<file path="src/rtl/core/lsp_pkg.sv">
// ----------------------------------------------------------------------------
// lsp_pkg: shared types and codes for the lowest seed point core
// Request op codes, register indexes, border slot codes and the job and
// register bundles passed between the front, queue and back end.
// ----------------------------------------------------------------------------
package lsp_pkg;

   localparam int unsigned CoordWidth = 32;
   localparam int unsigned CsrIndexWidth = 3;
   localparam int unsigned NumSlots = 9;

   // request op codes
   localparam logic OP_POINT = 1'b0;
   localparam logic OP_CLOSE = 1'b1;

   // register indexes
   localparam logic [CsrIndexWidth-1:0] CSR_BORDER_POSITION = 3'd0;
   localparam logic [CsrIndexWidth-1:0] CSR_EXPAND_TO_BORDER = 3'd1;
   localparam logic [CsrIndexWidth-1:0] CSR_CELL_LOW_X = 3'd2;
   localparam logic [CsrIndexWidth-1:0] CSR_CELL_HIGH_X = 3'd3;
   localparam logic [CsrIndexWidth-1:0] CSR_CELL_LOW_Y = 3'd4;
   localparam logic [CsrIndexWidth-1:0] CSR_CELL_HIGH_Y = 3'd5;

   // border_position bits
   localparam int unsigned POS_BOTTOM = 0;
   localparam int unsigned POS_TOP = 1;
   localparam int unsigned POS_LEFT = 2;
   localparam int unsigned POS_RIGHT = 3;

   // emission slots, in output order
   localparam logic [NumSlots-1:0] SEL_BASE = 9'b000000001;
   localparam logic [NumSlots-1:0] SEL_TOP = 9'b000000010;
   localparam logic [NumSlots-1:0] SEL_TOP_LEFT = 9'b000000100;
   localparam logic [NumSlots-1:0] SEL_TOP_RIGHT = 9'b000001000;
   localparam logic [NumSlots-1:0] SEL_BOT = 9'b000010000;
   localparam logic [NumSlots-1:0] SEL_BOT_LEFT = 9'b000100000;
   localparam logic [NumSlots-1:0] SEL_BOT_RIGHT = 9'b001000000;
   localparam logic [NumSlots-1:0] SEL_LEFT = 9'b010000000;
   localparam logic [NumSlots-1:0] SEL_RIGHT = 9'b100000000;

   typedef struct packed {
      logic signed [CoordWidth-1:0] x;
      logic signed [CoordWidth-1:0] y;
      logic signed [CoordWidth-1:0] z;
   } job_type;

   typedef struct packed {
      logic [3:0]                   border_position;
      logic                         expand_to_border;
      logic signed [CoordWidth-1:0] cell_low_x;
      logic signed [CoordWidth-1:0] cell_high_x;
      logic signed [CoordWidth-1:0] cell_low_y;
      logic signed [CoordWidth-1:0] cell_high_y;
   } cfg_type;

   typedef struct packed {
      logic full;
      logic empty;
   } q_status_type;

endpackage

</file>
<file path="src/rtl/core/lsp_front.sv">
// ----------------------------------------------------------------------------
// lsp_front: request front end
// Tracks the lowest point of the open cell and queues it as a job on close.
// ----------------------------------------------------------------------------
module lsp_front
   import lsp_pkg::*;
(
   input  logic                         clock,
   input  logic                         reset,
   input  logic                         req_valid,
   output logic                         req_ready,
   input  logic                         req_op,
   input  logic signed [CoordWidth-1:0] req_point_x,
   input  logic signed [CoordWidth-1:0] req_point_y,
   input  logic signed [CoordWidth-1:0] req_point_z,
   input  q_status_type                 q_status,
   output logic                         push,
   output job_type                      push_job
);

   logic    have_ff, have_in;
   job_type best_ff, best_in;
   logic    accept;

   assign req_ready = !q_status.full;
   assign accept = req_valid && req_ready;
   assign push = accept && (req_op == OP_CLOSE) && have_ff;
   assign push_job = best_ff;

   always_comb begin
      have_in = have_ff;
      best_in = best_ff;
      if (accept) begin
         if (req_op == OP_CLOSE) begin
            have_in = 1'b0;
         end else if (!have_ff || (req_point_z < best_ff.z)) begin
            have_in = 1'b1;
            best_in.x = req_point_x;
            best_in.y = req_point_y;
            best_in.z = req_point_z;
         end
      end
   end

   always_ff @(posedge clock) begin
      if (reset) begin
         have_ff <= 1'b0;
      end else begin
         have_ff <= have_in;
      end
      best_ff <= best_in;
   end

endmodule

</file>
<file path="src/rtl/core/lsp_queue.sv">
// ----------------------------------------------------------------------------
// lsp_queue: two-entry job queue
// Decouples the front end from the emission sequencer.
// ----------------------------------------------------------------------------
module lsp_queue
   import lsp_pkg::*;
(
   input  logic         clock,
   input  logic         reset,
   input  logic         push,
   input  job_type      push_job,
   input  logic         pop,
   output job_type      head,
   output q_status_type status
);

   job_type    entry_ff [2];
   logic       wr_ptr_ff, wr_ptr_in;
   logic       rd_ptr_ff, rd_ptr_in;
   logic [1:0] count_ff, count_in;

   assign status.full = (count_ff == 2'd2);
   assign status.empty = (count_ff == 2'd0);
   assign head = entry_ff[rd_ptr_ff];

   always_comb begin
      wr_ptr_in = wr_ptr_ff ^ push;
      rd_ptr_in = rd_ptr_ff ^ pop;
      count_in = count_ff + {1'b0, push} - {1'b0, pop};
   end

   always_ff @(posedge clock) begin
      if (reset) begin
         wr_ptr_ff <= 1'b0;
         rd_ptr_ff <= 1'b0;
         count_ff <= 2'd0;
      end else begin
         wr_ptr_ff <= wr_ptr_in;
         rd_ptr_ff <= rd_ptr_in;
         count_ff <= count_in;
      end
      if (push) begin
         entry_ff[wr_ptr_ff] <= push_job;
      end
   end

   a_no_overflow: assert property (@(posedge clock) disable iff (reset)
      !(push && status.full))
      else $error("job queue overflow");

   a_no_underflow: assert property (@(posedge clock) disable iff (reset)
      !(pop && status.empty))
      else $error("job queue underflow");

   a_count_range: assert property (@(posedge clock) disable iff (reset)
      count_ff != 2'd3)
      else $error("job queue count out of range");

endmodule

</file>
<file path="src/rtl/core/lsp_back.sv">
// ----------------------------------------------------------------------------
// lsp_back: emission sequencer
// Walks the head job's enabled slots, one result per cycle unless stalled.
// ----------------------------------------------------------------------------
module lsp_back
   import lsp_pkg::*;
(
   input  logic                         clock,
   input  logic                         reset,
   input  cfg_type                      cfg,
   input  q_status_type                 q_status,
   input  job_type                      head,
   output logic                         pop,
   output logic                         rsp_valid,
   input  logic                         rsp_ready,
   output logic signed [CoordWidth-1:0] rsp_out_x,
   output logic signed [CoordWidth-1:0] rsp_out_y,
   output logic signed [CoordWidth-1:0] rsp_out_z,
   output logic                         rsp_last_of_cell
);

   logic                         active_ff, active_in;
   logic [NumSlots-1:0]          rem_ff, rem_in;
   logic                         valid_ff, valid_in;
   logic signed [CoordWidth-1:0] x_ff, x_in;
   logic signed [CoordWidth-1:0] y_ff, y_in;
   logic signed [CoordWidth-1:0] z_ff;
   logic                         last_ff;
   logic [NumSlots-1:0]          full_mask;
   logic [NumSlots-1:0]          cur_rem;
   logic [NumSlots-1:0]          pick;
   logic [NumSlots-1:0]          new_rem;
   logic                         load;
   logic                         e, top, bot, lft, rgt;

   assign rsp_valid = valid_ff;
   assign rsp_out_x = x_ff;
   assign rsp_out_y = y_ff;
   assign rsp_out_z = z_ff;
   assign rsp_last_of_cell = last_ff;

   always_comb begin
      e = cfg.expand_to_border;
      top = cfg.border_position[POS_TOP];
      bot = cfg.border_position[POS_BOTTOM];
      lft = cfg.border_position[POS_LEFT];
      rgt = cfg.border_position[POS_RIGHT];
      full_mask = SEL_BASE
                | ({NumSlots{e & top}} & SEL_TOP)
                | ({NumSlots{e & top & lft}} & SEL_TOP_LEFT)
                | ({NumSlots{e & top & rgt}} & SEL_TOP_RIGHT)
                | ({NumSlots{e & bot}} & SEL_BOT)
                | ({NumSlots{e & bot & lft}} & SEL_BOT_LEFT)
                | ({NumSlots{e & bot & rgt}} & SEL_BOT_RIGHT)
                | ({NumSlots{e & lft}} & SEL_LEFT)
                | ({NumSlots{e & rgt}} & SEL_RIGHT);
      cur_rem = active_ff ? rem_ff : full_mask;
      pick = cur_rem & (~cur_rem + {{(NumSlots-1){1'b0}}, 1'b1});
      new_rem = cur_rem & ~pick;
      load = !q_status.empty && (!valid_ff || rsp_ready);
      pop = load && (new_rem == '0);

      case (pick)
         SEL_TOP: begin
            x_in = head.x;
            y_in = cfg.cell_high_y;
         end
         SEL_TOP_LEFT: begin
            x_in = cfg.cell_low_x;
            y_in = cfg.cell_high_y;
         end
         SEL_TOP_RIGHT: begin
            x_in = cfg.cell_high_x;
            y_in = cfg.cell_high_y;
         end
         SEL_BOT: begin
            x_in = head.x;
            y_in = cfg.cell_low_y;
         end
         SEL_BOT_LEFT: begin
            x_in = cfg.cell_low_x;
            y_in = cfg.cell_low_y;
         end
         SEL_BOT_RIGHT: begin
            x_in = cfg.cell_high_x;
            y_in = cfg.cell_low_y;
         end
         SEL_LEFT: begin
            x_in = cfg.cell_low_x;
            y_in = head.y;
         end
         SEL_RIGHT: begin
            x_in = cfg.cell_high_x;
            y_in = head.y;
         end
         default: begin
            x_in = head.x;
            y_in = head.y;
         end
      endcase

      valid_in = valid_ff;
      active_in = active_ff;
      rem_in = rem_ff;
      if (load) begin
         valid_in = 1'b1;
         active_in = (new_rem != '0);
         rem_in = new_rem;
      end else if (rsp_ready) begin
         valid_in = 1'b0;
      end
   end

   always_ff @(posedge clock) begin
      if (reset) begin
         valid_ff <= 1'b0;
         active_ff <= 1'b0;
         rem_ff <= '0;
      end else begin
         valid_ff <= valid_in;
         active_ff <= active_in;
         rem_ff <= rem_in;
      end
      if (load) begin
         x_ff <= x_in;
         y_ff <= y_in;
         z_ff <= head.z;
         last_ff <= (new_rem == '0);
      end
   end

endmodule

</file>
<file path="src/rtl/core/lowest_seed_point_with_border_copies_core.sv">
// ----------------------------------------------------------------------------
// lowest_seed_point_with_border_copies_core: lowest seed point of a grid cell
// Keeps the strictly lowest point of a cell and, on close, emits it with
// optional copies moved to the cell box edges.
// ----------------------------------------------------------------------------
//
//  channel   direction  handshake              payload
//  req_      in         req_valid / req_ready  op, point_x, point_y, point_z
//  rsp_      out        rsp_valid / rsp_ready  out_x, out_y, out_z, last_of_cell
//  csr_      in         csr_we                 csr_index, csr_wdata
//
//  Point requests are taken one per cycle while the job queue is not full.
//  A close with a point queues one job; the back end then emits 1 to 9
//  results for it from its slot sequencer, one per cycle unless the output stalls.
//  The front stalls only when both entries of the two-job queue are full.
//  Synchronous active-high reset clears control state and the registers.
//  A stalled result holds in the output register while requests go on.
//
module lowest_seed_point_with_border_copies_core
   import lsp_pkg::*;
(
   input  logic                         clock,
   input  logic                         reset,
   // request channel
   input  logic                         req_valid,
   output logic                         req_ready,
   input  logic                         req_op,
   input  logic signed [CoordWidth-1:0] req_point_x,
   input  logic signed [CoordWidth-1:0] req_point_y,
   input  logic signed [CoordWidth-1:0] req_point_z,
   // result channel
   output logic                         rsp_valid,
   input  logic                         rsp_ready,
   output logic signed [CoordWidth-1:0] rsp_out_x,
   output logic signed [CoordWidth-1:0] rsp_out_y,
   output logic signed [CoordWidth-1:0] rsp_out_z,
   output logic                         rsp_last_of_cell,
   // register write port
   input  logic                         csr_we,
   input  logic [CsrIndexWidth-1:0]     csr_index,
   input  logic [CoordWidth-1:0]        csr_wdata
);

   cfg_type      cfg_ff, cfg_in;
   q_status_type q_status;
   logic         push;
   logic         pop;
   job_type      push_job;
   job_type      head;

   // registers: host must write only while nothing is in flight; not enforced
   always_comb begin
      cfg_in = cfg_ff;
      if (csr_we) begin
         unique case (csr_index)
            CSR_BORDER_POSITION:  cfg_in.border_position = csr_wdata[3:0];
            CSR_EXPAND_TO_BORDER: cfg_in.expand_to_border = csr_wdata[0];
            CSR_CELL_LOW_X:       cfg_in.cell_low_x = $signed(csr_wdata);
            CSR_CELL_HIGH_X:      cfg_in.cell_high_x = $signed(csr_wdata);
            CSR_CELL_LOW_Y:       cfg_in.cell_low_y = $signed(csr_wdata);
            CSR_CELL_HIGH_Y:      cfg_in.cell_high_y = $signed(csr_wdata);
            default:              cfg_in = cfg_ff;  // unmapped index, ignored
         endcase
      end
   end

   always_ff @(posedge clock) begin
      if (reset) begin
         cfg_ff <= '0;
      end else begin
         cfg_ff <= cfg_in;
      end
   end

   // front end: lowest point tracking
   lsp_front u_front (
      .clock       (clock),
      .reset       (reset),
      .req_valid   (req_valid),
      .req_ready   (req_ready),
      .req_op      (req_op),
      .req_point_x (req_point_x),
      .req_point_y (req_point_y),
      .req_point_z (req_point_z),
      .q_status    (q_status),
      .push        (push),
      .push_job    (push_job)
   );

   // job queue between the two halves
   lsp_queue u_queue (
      .clock    (clock),
      .reset    (reset),
      .push     (push),
      .push_job (push_job),
      .pop      (pop),
      .head     (head),
      .status   (q_status)
   );

   // back end: border copy sequencer and output register
   lsp_back u_back (
      .clock            (clock),
      .reset            (reset),
      .cfg              (cfg_ff),
      .q_status         (q_status),
      .head             (head),
      .pop              (pop),
      .rsp_valid        (rsp_valid),
      .rsp_ready        (rsp_ready),
      .rsp_out_x        (rsp_out_x),
      .rsp_out_y        (rsp_out_y),
      .rsp_out_z        (rsp_out_z),
      .rsp_last_of_cell (rsp_last_of_cell)
   );

endmodule

</file>
<file path="config.mk">
export PLATFORM = sky130hd
export DESIGN_NAME = lowest_seed_point_with_border_copies_core
export DESIGN_NICKNAME = d
export VERILOG_FILES = /design/src/rtl/core/lsp_pkg.sv /design/src/rtl/core/lsp_front.sv /design/src/rtl/core/lsp_queue.sv /design/src/rtl/core/lsp_back.sv /design/src/rtl/core/lowest_seed_point_with_border_copies_core.sv
export SDC_FILE = /design/constraint.sdc
export NUM_CORES = 1
export LEC_CHECK = 0
export BUFFER_PORTS_ARGS = -buffer_cell sky130_fd_sc_hd__buf_2
export CAP_MARGIN = 30
export CORE_ASPECT_RATIO = 1.25
export CORE_MARGIN = 2
export CORE_UTILIZATION = 60
export DETAILED_ROUTE_END_ITERATION = 10
export PLACE_DENSITY = 0.81
export SYNTH_ARGS = -nofsm -noshare
export SYNTH_HDL_FRONTEND = slang
export SYNTH_HIERARCHICAL = 1
export SYNTH_SLANG_ARGS = --single-unit
</file>
<file path="constraint.sdc">
create_clock -name clock -period 17.2 [get_ports clock]
set_input_delay 5.16 -clock clock [delete_from_list [all_inputs] [get_ports clock]]
set_output_delay 5.16 -clock clock [all_outputs]
set_load 0.005 [all_outputs]
</file>
# Word level (Yosys, flattened, before mapping)
# Memories as Yosys holds them, arrays and structs flattened. A register that Yosys moved wholly into a read port is not among the register bits.
# Cells that the tools add are included.
op_classes:
  add_sub_neg: 3
  magnitude_cmp: 1
  n_eq_ne: 14
  muxes: 10
  n_bitwise: 22
  reduce_logical: 29
ops:
  columns: ["operator", "n"]
  rows:
  - ["one-hot mux 32 bit (2 select lines)", 2]
  - ["< comparator 32 bit", 1]
  - ["AND 9 bit", 2]
  - ["inverter 9 bit", 2]
  - ["AND reduction 2 bit", 7]
  - ["OR reduction 3 bit", 4]
  - ["adder 9 x 1 -> 9 bit (second input constant)", 1]
  - ["equality test 9 x 2 -> 1 bit (second input constant)", 1]
  - ["equality test 9 x 3 -> 1 bit (second input constant)", 1]
  - ["equality test 9 x 4 -> 1 bit (second input constant)", 1]
  - ["equality test 9 x 5 -> 1 bit (second input constant)", 1]
  - ["equality test 9 x 6 -> 1 bit (second input constant)", 1]
  - ["equality test 9 x 7 -> 1 bit (second input constant)", 1]
  - ["equality test 9 x 8 -> 1 bit (second input constant)", 1]
  - ["equality test 9 bit (second input constant)", 1]
  - ["logical NOT 9 bit", 1]
  - ["two-way mux 9 bit", 1]
  - ["OR 9 x 4 -> 9 bit", 1]
  - ["OR 9 x 5 -> 9 bit", 1]
  - ["OR 9 x 6 -> 9 bit", 1]
  - ["OR 9 x 7 -> 9 bit", 1]
  - ["OR 9 x 8 -> 9 bit", 1]
  - ["OR 9 bit", 1]
  - ["nonzero test 9 bit", 1]
  - ["other kinds (18)", 43]
word_totals:
  regBits: 342
  ramBits: 192
  input_bits: 137
  out_inout_bits: 99
  wordCells: 100
  memories: 1
memory_table:
  columns: ["name", "depth", "word_bits", "rd", "rd_clocked_by_memory_dff", "wr", "line_no", "text"]
  rows:
  - ["u_queue.entry_ff", 2, 96, 1, 1, 1, "lsp_queue.sv:17", "job_type entry_ff [2];"]

# Longest topological paths before layout
# Gate-level depths: netlist of the first run.
logic_depth:
  ltp_word: 19
  mapped_depth: 11
  mapped_depth_nobuf: 9

# Cells and area by module
# Netlist of the first run, hierarchy kept.
modules_own_cells:
  columns: ["module", "instances", "cells_each", "area_each_um2", "seq_area_each_um2"]
  rows:
  - ["lsp_queue", 1, 318, 7245.7, 5845.6]
  - ["lowest_seed_point_with_border_copies_core", 1, 474, 5282.6, 2662.6]
  - ["lsp_back", 1, 367, 4737.0, 3113.0]
  - ["lsp_front", 1, 218, 3728.6, 2902.8]

# Least setup slack after synthesis of the first run
# OpenSTA, ideal clock, no wires.
synth_path:
  path_type: "in2reg"
  startpoint: "input port req_point_z[30]"
  endpoint: "register u_front.best_ff (netlist bit u_front/push_job[0]) (enable)"
  setup_time_ns: 0.533
  arrival_ns: 10.239
  required_time_ns: 16.667
  path_slack_ns: 6.428
  stages: 7
  path_buffers: 0
  path_cell_list: "ha_1 a21oi_1 nand2_1 a221o_1 a211o_1 a311o_1 nor3_2"
synth_via:
  elab_chain_len: 3
synth_lines:
  columns: ["element", "line_no", "text"]
  rows:
  - ["start, declared", "lowest_seed_point_with_border_copies_core.sv:30", "input logic signed [CoordWidth-1:0] req_point_z,"]
  - ["< comparator 32 bit", "lsp_front.sv:36", "end else if (!have_ff || (req_point_z < best_ff.z)) begin"]
  - ["logical OR 1 bit", "lsp_front.sv:36", null]
  - ["AND reduction 3 bit (no line)", null, null]
  - ["end signal, assigned", "lsp_front.sv:51", "best_ff <= best_in;"]
  - ["end, declared", "lsp_front.sv:22", "job_type best_ff, best_in;"]
# No other way between the ends.
# A chain may end at the register's enable or synchronous reset.

# Worst setup path in the final report of the first run
layout_path:
  startpoint: "input port req_point_z[21]"
  endpoint: "register u_front.best_ff (netlist bit u_front/push_job[80]) (enable)"
# The elaborated chain is that of the path after synthesis.

==> flow_summary.toml, run 1 <==
[status]
status = "finished clean"

[clocking]
ctsResizeCount = 0
clock_path_buffers = 3
ctsHoldBuffers = 0
numCtsBuffers = 50
cts_tree = "done"
root_buffer = "clkbuf_16"
cts.sinks = 533
clock_latency_ps = 570
postCtsSetupRepairBufs = 0
h-tree-depth = 2
clk_pin_slew_ps = 70

[layout]
drive_gt1_frac = 0.274
final_area_mm2 = 0.0244
fin_cells = 2123
area_growth_pct = 16.0
final_nets = 1782
final_core_util = 0.706

[floorplanning]
die_area_mm2 = 0.0365
die_h_um = 213
core_area_mm2 = 0.0345
die_w_um = 171
ios = 236
num_rows = 76
initial_core_util = 0.608

[critical_path]
cpMaxStageDelayCell = "buf_4"
critPathBufInv = 3
path_delay_family = "buffers and inverters"
reg2regPathDepth = 10
cp_slowest_stage_delay_ps = 660
endpoint_kind = "flip-flop"
path_class = "in2reg"
cp-start-kind = "input pin"
critical_path.max_fanout = 50
crit_chain = "buf_2 > ha_1 > a21oi_1 > o21ai_0 > a221o_1 > a211o_1 > a311o_1 > nor3_4 > buf_4 > buf_4"
cp.depth = 10
arrival_ps = 8330
cp.required_ps = 17400
crit_top_cell = "buf_4"

[sta]
hold_viol = 0
finalSetupViolCount = 0
worst_slack_ps = 9070
timing.final.max_slew_violations = 0
fin_skew_ps = 23.3
rsz0062_at_grt = "false"
min_period_ps = 8130
worstMarginPinSlew_ps = 976
fmax_mhz = 123
max_slew_margin = 0.348
fin_crit_sh = 0.473
fin_setup_tns_ps = 0

[place]
gp_congestion = 0.826
place_worst_setup_slack_ps = 8480
portBuffers = 235
dp_hpwl_um = 27500
dp_cells = 2026
detailed_place.area_mm2 = 0.0226

[detailed_routing]
drt_iter0_drc = 836
first_pass_iters = 5
drc_errors = 0
wl_per_cell_um = 20.1
viasPerCell = 5.54
vias = 11768
totalWireLength_um = 42700
ant_nets = 0

[pwr]
p_clk_frac = 0.342
swShare = 0.253
p_switching_mw = 0.830
power_frac_seq = 0.497
p_leak_nw = 9.51
internal_power_mw = 2.45
peakVddDrop_mv = 0.131
power.density_mw_per_mm2 = 135
p_comb_frac = 0.161

[flow_run]
maxCapViolCount = 0

[global_routing]
grt_max_degree = 109
grt_pass1_vias = 12099
grt_use_total = 0.234
grt_pass1_wl_um = 65100
overflow = 0
antenna_found_initial = 7

[yosys]
synth-edff-count = 385
synth.avg_cell_area_um2 = 15.2
synthFlopType = "edfxtp_1"
syn_area_mm2 = 0.0210
ys_warn_count = 6
synth_seq_area_share = 0.692
ys_ff_latch = 533
synth_cells = 1377
syn-num-nets = 1549
synth-async-reset-ratio = 0
ys_types = 63

[hold_path]
hold_class = "reg2reg"
whs_path_depth = 0
==> worst paths after layout <==
check	to	start	slack (ps)
max	u_front/push_job[80]	req_point_z[21]	9070
min	u_queue/entry_ff[1][69]	u_front/push_job[69]	440
max reg2reg	u_front/push_job[80]	u_front/push_job[21]	13360
min reg2reg	u_queue/entry_ff[1][69]	u_front/push_job[69]	440
==> Yosys cell counts, types with 3 or more instances <==
master / n / area share
a21oi_1: 25 / 0.0060
a221o_1: 31 / 0.015
a22oi_1: 33 / 0.012
buf_2: 25 / 0.0060
buf_6: 12 / 0.0064
clkbuf_1: 31 / 0.0055
dfxtp_1: 148 / 0.14
edfxtp_1: 385 / 0.55
ha_1: 35 / 0.021
inv_1: 38 / 0.0068
mux2_2: 66 / 0.035
mux2_4: 30 / 0.021
mux2i_1: 134 / 0.064
nand2_1: 83 / 0.015
nand2b_1: 168 / 0.050
nand3_1: 3 / 0.00071
nand4_1: 6 / 0.0018
nand4b_1: 3 / 0.0013
nor2_1: 18 / 0.0032
nor2b_1: 32 / 0.0095
nor3_1: 7 / 0.0017
o211ai_1: 3 / 0.0011
o21ai_0: 9 / 0.0021
==> flip-flops by register name (all words and copies together) (netlist names) <==
| register | count |
|---|---|
| u_queue/entry_ff | 192 |
| cfg_ff | 133 |
| u_front/push_job | 96 |
| u_back/rsp_out_x | 32 |
| u_back/rsp_out_y | 32 |
| u_back/rsp_out_z | 32 |
| u_back/rem_ff | 8 |
| u_queue/count_ff | 2 |
| u_back/active_ff | 1 |
| u_back/rsp_last_of_cell | 1 |
| u_back/rsp_valid | 1 |
| u_front/have_ff | 1 |
| u_queue/rd_ptr_ff | 1 |
| u_queue/wr_ptr_ff | 1 |
==> logic make-up (layout without fill, tap and decap cells) <==
kind of cell,Yosys count,count (layout),synth area share
AO/OA/AOI/OAI,123,123,0.0457
XOR/XNOR,2,2,0.00149
adder cells (fa/ha/maj),36,36,0.0213
buffers and inverters,109,384,0.0256
flip-flops,533,533,0.692
multiplexers,230,230,0.121
other,0,3,0
AND/OR/NAND/NOR,344,344,0.0933
==> layout by cell type (no fill, tap or decap), types with 30 or more instances in the layout <==
cell type / count
mux2_4: 30
inv_1: 37
ha_1: 33
edfxtp_1: 385
mux2i_1: 134
a221o_1: 31
nand2_1: 83
dfxtp_1: 147
buf_2: 234
a22oi_1: 33
nand2b_1: 168
mux2_2: 66
clkbuf_16: 52
nor2b_1: 32
==> power by group through the flow <==
stage | clock, mW | combinational [mW] | sequential (mW)
after CTS | 1.14 | 0.537 | 1.63
after detailed placement | 0 | 0.534 | 1.66
final | 1.12 | 0.529 | 1.63
after floorplan | 0 | 0.330 | 1.65
after global placement | 0 | 0.505 | 1.66
after global routing | 1.19 | 0.578 | 1.64
==> routing by layer <==
| metal | track usage | routed length (um) |
|---|---|---|
| met5 | 0 | 64 |
| met4 | 0.0801 | 1240 |
| met3 | 0.0673 | 3340 |
| met2 | 0.400 | 21100 |
| met1 | 0.285 | 17000 |
==> stage by stage <==
step	hold WS [ps]	power, mW
final	437	3.28
after global routing	442	3.41
after CTS	438	3.31
after detailed placement	430	2.19
after global placement	422	2.16
after floorplan	421	1.98
==> area by class of cell <==
cell class / count / area (um^2)
antenna: 3 / 7.51
clock buffer: 68 / 1450
clock inverter: 26 / 269
fill: 2284 / 10200
inverter: 38 / 145
multi-input combinational: 735 / 6000
sequential: 533 / 14500
tap: 468 / 586
timing repair buffer: 252 / 1370
Note: power is estimated with default switching activity, not from simulation.
==> run 2, diff against run 1 <==
ABC_AREA = 1   (was not set)
CORE_UTILIZATION = 53   (was 60)
PLACE_DENSITY = 0.76   (was 0.81)
clock period = 7 ns   (was 17.2 ns; I/O delays follow)
==> run 2 against run 1 <==
First-iteration DRC count rose by 21%. Die area rose by 15%. Area after synthesis rose by 1.8%. Via count rose by 19%. Core utilization fell by 9.0 points. Register-to-register slack got worse by 9600 ps. Synthesized cell count rose by 37%. Worst setup slack got worse by 6100 ps. Cell count rose by 25%.
==> flow_summary.toml, run 2 <==
[status]
status = "finished clean"

[clocking]
ctsResizeCount = 0
clock_latency_ps = 580
cts_tree = "done"
h-tree-depth = 2
clk_pin_slew_ps = 60
cts.sinks = 533
root_buffer = "clkbuf_16"
numCtsBuffers = 51
ctsHoldBuffers = 0
postCtsSetupRepairBufs = 0
clock_path_buffers = 3

[sta]
min_period_ps = 4040
fmax_mhz = 248
fin_setup_tns_ps = 0
rsz0062_at_grt = "false"
max_slew_margin = 0.357
finalSetupViolCount = 0
worstMarginPinSlew_ps = 964
worst_slack_ps = 2960
timing.final.max_slew_violations = 0
fin_crit_sh = 0.577
hold_viol = 0
fin_skew_ps = 21.8

[yosys]
syn-num-nets = 2057
synthFlopType = "edfxtp_1"
synth-simple-area-share = 0.184
synth-edff-count = 385
ys_warn_count = 6
synth_seq_area_share = 0.680
synthTopCellsByCount = "nand2_1, edfxtp_1, nor2_1"
yosysTopAreaCellShare = 0.541
ys_ff_latch = 533
syn_area_mm2 = 0.0214
synth-async-reset-ratio = 0
ys_types = 34
synthTopCellsByArea = "edfxtp_1, dfxtp_1, nand2_1"
synthMostInstantiatedCell = "nand2_1"
yosys.area_share.adder = 0.0205
yosysTopAreaCell = "edfxtp_1"
synth_xor_area_frac = 0.000410
synth_cells = 1885
synth_compound_area_frac = 0.0123
synth_top_family_by_area = "simple AND/OR/NAND/NOR gates"
synth.avg_cell_area_um2 = 11.3
synthMuxAreaShare = 0.0559

[layout]
layout_common_cells = "nand2_1, edfxtp_1, nor2_1"
regMostFlops = "u_queue/entry_ff"
final_nets = 2282
final_common_cell = "nand2_1"
largest_reg_flops = 192
final_core_util = 0.615
fin_cells = 2661
area_growth_pct = 14.9
drive_gt1_frac = 0.212

[critical_path]
crit_chain = "buf_2 > ha_1 > a21oi_1 > nor2_1 > nor3_2 > nand2_1 > nand2_1 > nand2_1 > nand2_1 > nand3_1 > nand2_1 > nor2_1 > nor2_4 > buf_4"
path_class = "in2reg"
cpMaxStageDelayCell = "buf_4"
arrival_ps = 4230
cp_slowest_stage_delay_ps = 700
cp.required_ps = 7200
endpoint_kind = "flip-flop"
critical_path.max_fanout = 64
crit_top_cell = "nand2_1"
critPathBufInv = 2
cp-start-kind = "input pin"
path_delay_family = "buffers and inverters"

[global_routing]
grt_use_total = 0.227
grt_pass1_wl_um = 74300
overflow = 0
grt_pass1_vias = 14084
antenna_found_initial = 10
grt_max_degree = 72

[pwr]
p_leak_nw = 9.89
power.density_mw_per_mm2 = 330
internal_power_mw = 5.95
swShare = 0.266
finalPower_mw = 8.10
power_frac_seq = 0.509
peakVddDrop_mv = 0.262
p_comb_frac = 0.162
p_switching_mw = 2.15
p_clk_frac = 0.329

[detailed_routing]
first_pass_iters = 5
totalWireLength_um = 47400
ant_nets = 0
viasPerCell = 5.25
drt_iter0_drc = 1011
wl_per_cell_um = 17.8
drc_errors = 0
vias = 13962

[place]
gp_congestion = 0.829
dp_hpwl_um = 30900
place_worst_setup_slack_ps = 2380
dp_cells = 2560
portBuffers = 235

[floorplanning]
die_h_um = 229
ios = 236
die_w_um = 184
core_area_mm2 = 0.0399
initial_core_util = 0.535
die_area_mm2 = 0.0420
num_rows = 82

[hold_path]
hold_class = "reg2reg"

[flow_run]
maxCapViolCount = 0
## run 2: cell types whose count changed in the layout (fill, tap and decap cells not counted), sizes merged, moves of 4 or more
cell | previous run | this run
a211oi | 4 | 0
a221o | 33 | 0
a22oi | 33 | 0
and2 | 4 | 0
inv | 41 | 137
mux2i | 134 | 0
nand2 | 83 | 454
nand2b | 168 | 0
nand3 | 3 | 180
nor2 | 19 | 316
nor2b | 32 | 0
nor3 | 8 | 3
o21ai | 9 | 14
## run 2: layer usage
metal | track usage | wire length [um]
met1 | 0.269 | 18400
met2 | 0.396 | 23900
met3 | 0.0572 | 3380
met4 | 0.0890 | 1700
met5 | 0 | 61
## run 2: cells by family (layout without fill, tap and decap cells)
logic type | count (synthesis) | after routing
xor gates and xnor gates | 1 | 1
and+or+nand+nor | 959 | 959
buffers and inverters | 216 | 484
muxes | 96 | 96
DFF | 533 | 533
adders and majority gates | 35 | 35
AOI/OAI and AO/OA | 45 | 45
other | 0 | 4
## run 2: layout make-up
| type | instances | area (um^2) |
|---|---|---|
| fillers | 3151 | 15400 |
| clock buffers | 70 | 1400 |
| repair buffers | 254 | 1360 |
| multi-input cells | 1136 | 5900 |
| flip-flops and latches | 533 | 14500 |
| well taps | 504 | 631 |
| inverters | 134 | 505 |
| diodes | 4 | 10.0 |
| clock inverters | 26 | 219 |
## run 2: worst paths after layout
| path | from | to | slack, ps | cells past startpoint |
|---|---|---|---|---|
| min | u_front/push_job[46] | u_queue/entry_ff[1][46] | 440 | 0 |
| max reg2reg | u_back/active_ff | u_back/rsp_out_x[0] | 3720 | 9 |
| max | req_point_z[5] | u_front/push_job[80] | 2960 | 14 |
| min reg2reg | u_front/push_job[46] | u_queue/entry_ff[1][46] | 440 | 0 |
## run 2: power groups by stage
stage	combinational (mW)	clock (mW)	sequential, mW
3_5_place_dp	1.32	0	4.19
2_1_floorplan	0.790	0	4.16
5_1_grt	1.46	2.84	4.16
4_1_cts	1.33	2.72	4.13
3_3_place_gp	1.28	0	4.19
6_report	1.31	2.66	4.12
## run 2: per-stage QoR
| stage | hold slack [ps] | area (um^2) |
|---|---|---|
| 6_report | 444 | 24600 |
| 5_1_grt | 447 | 24500 |
| 4_1_cts | 444 | 24500 |
| 3_5_place_dp | 430 | 22900 |
| 3_3_place_gp | 423 | 22900 |
| 2_1_floorplan | 421 | 21400 |
==> run 3, diff against run 2 <==
clock period = 3.4 ns   (was 7 ns; I/O delays follow)
==> run 3 against run 2 <==
Core utilization rose by 0.89 points. Largest power group unchanged. Total power up 100%. Die area unchanged. Register-to-register slack worse by 3300 ps.
==> flow_summary.toml, run 3 (synthesized netlist as in run 2, its figures left out) <==
[critical_path]
endpoint_kind = "flip-flop"
path_class = "reg2reg"
critical_path.max_fanout = 12
cp-start-kind = "flip-flop"
cp.required_ps = 3850
arrival_ps = 3430

[layout]
final_nets = 2288
regMostFlops = "u_queue/entry_ff"
final_core_util = 0.624
n_fill_cell = 3158
area_growth_pct = 16.6
drive_gt1_frac = 0.226
layout_common_cells = "nand2_1, edfxtp_1, nor2_1"
largest_reg_flops = 192
fin_cells = 2662
final_common_cell = "nand2_1"

[pwr]
power.density_mw_per_mm2 = 666
internal_power_mw = 12.2
finalPower_mw = 16.6
p_switching_mw = 4.37
p_leak_nw = 9.93
power_frac_seq = 0.510
p_comb_frac = 0.168
peakVddDrop_mv = 0.478
p_clk_frac = 0.322
swShare = 0.263

[global_routing]
grt_use_total = 0.224
grt_max_degree = 110
overflow = 0
grt_pass1_wl_um = 72700
antenna_found_initial = 10
grt_pass1_vias = 13724

[detailed_routing]
totalWireLength_um = 46900
drt_iter0_drc = 974
wl_met3_um = 3610
ant_nets = 0
top_layer = "met5"
wl_per_cell_um = 17.6
vias = 13895
drc_errors = 0
wl_met2_um = 23500
first_pass_iters = 6
viasPerCell = 5.22
wl_met1_um = 17900

[place]
portBuffers = 235
gp_congestion = 0.901
dp_cells = 2568
dp_hpwl_um = 30800

[sta]
timing.final.max_slew_violations = 0
finalSetupViolCount = 0
fin_skew_ps = 14.6
fmax_mhz = 335
max_slew_margin = 0.376
rsz0062_at_grt = "false"
hold_viol = 0
holdWs_ps = 442
min_period_ps = 2980
worstMarginPinSlew_ps = 933
fin_crit_sh = 0.878

[floorplanning]
core_area_mm2 = 0.0399
die_w_um = 184
initial_core_util = 0.535
num_rows = 82
die_h_um = 229
ios = 236
die_area_mm2 = 0.0420

[clocking]
numCtsBuffers = 50
cts_tree = "done"
postCtsSetupRepairBufs = 0
cts.sinks = 533
clock_path_buffers = 3
clk_pin_slew_ps = 60
ctsHoldBuffers = 0
root_buffer = "clkbuf_16"
clock_latency_ps = 570
ctsResizeCount = 0
h-tree-depth = 2

[hold_path]
hold_class = "reg2reg"

[status]
status = "finished clean"

[flow_run]
maxCapViolCount = 0
==> run 3: power groups by stage <==
stage          Combinational, mW  Sequential (mW)  Clock [mW]
6_report                    2.79             8.47        5.34
5_1_grt                     3.08             8.55        5.69
4_1_cts                     2.84             8.48        5.45
3_5_place_dp                2.82             8.61           0
3_3_place_gp                2.75             8.58           0
2_1_floorplan               1.67             8.51           0
==> run 3: per-layer routing <==
layer,up-vias,track usage
met1,6580,0.267
met3,114,0.0580
met5,-,0
met4,14,0.0890
li1,6738,-
met2,449,0.386
==> run 3: final cells by class <==
type / count / area, um^2 / area share
Clock buffer: 70 / 1420 / 0.0570
Antenna cell: 3 / 7.51 / 0.000301
Tap cell: 504 / 631 / 0.0253
Timing Repair Buffer: 261 / 1480 / 0.0596
Sequential cell: 533 / 14500 / 0.583
Inverter: 134 / 504 / 0.0202
Clock inverter: 21 / 148 / 0.00593
Multi-Input combinational cell: 1136 / 6190 / 0.248
==> run 3: path summary, 6_finish.rpt <==
kind / startpoint / endpoint / cells past startpoint / slack [ps]
hold reg to reg: u_front/push_job[91] / u_queue/entry_ff[1][91] / 0 / 440
setup reg to reg: u_back/active_ff / u_queue/count_ff[1] / 16 / 420
hold / removal: u_front/push_job[91] / u_queue/entry_ff[1][91] / 0 / 440
setup / recovery: u_back/active_ff / u_queue/count_ff[1] / 16 / 420
==> run 3: worst max-delay path, cell delays in order (launching register included) <==
cell and delay [ps]:
dfxtp_1 620, inv_2 210, nand4_1 220, nand2_1 130, inv_1 130, nor2_1 70
nor2_1 130, nand2_1 60, nor2_1 170, nand3_1 160, inv_1 180, ha_1 250
inv_1 60, ha_1 150, nand2_1 80, a21oi_1 180, nor2_1 70
==> run 3: metrics by stage <==
| step | TNS, ps | setup slack (ps) | cell area, um^2 |
|---|---|---|---|
| 6_report | 0 | 416 | 24900 |
| 4_1_cts | 0 | 507 | 24900 |
| 3_5_place_dp | 0 | 249 | 23300 |
| 5_1_grt | 0 | 131 | 24900 |
| 3_3_place_gp | 0 | 297 | 23300 |
| 2_1_floorplan | -159280 | -651 | 21700 |
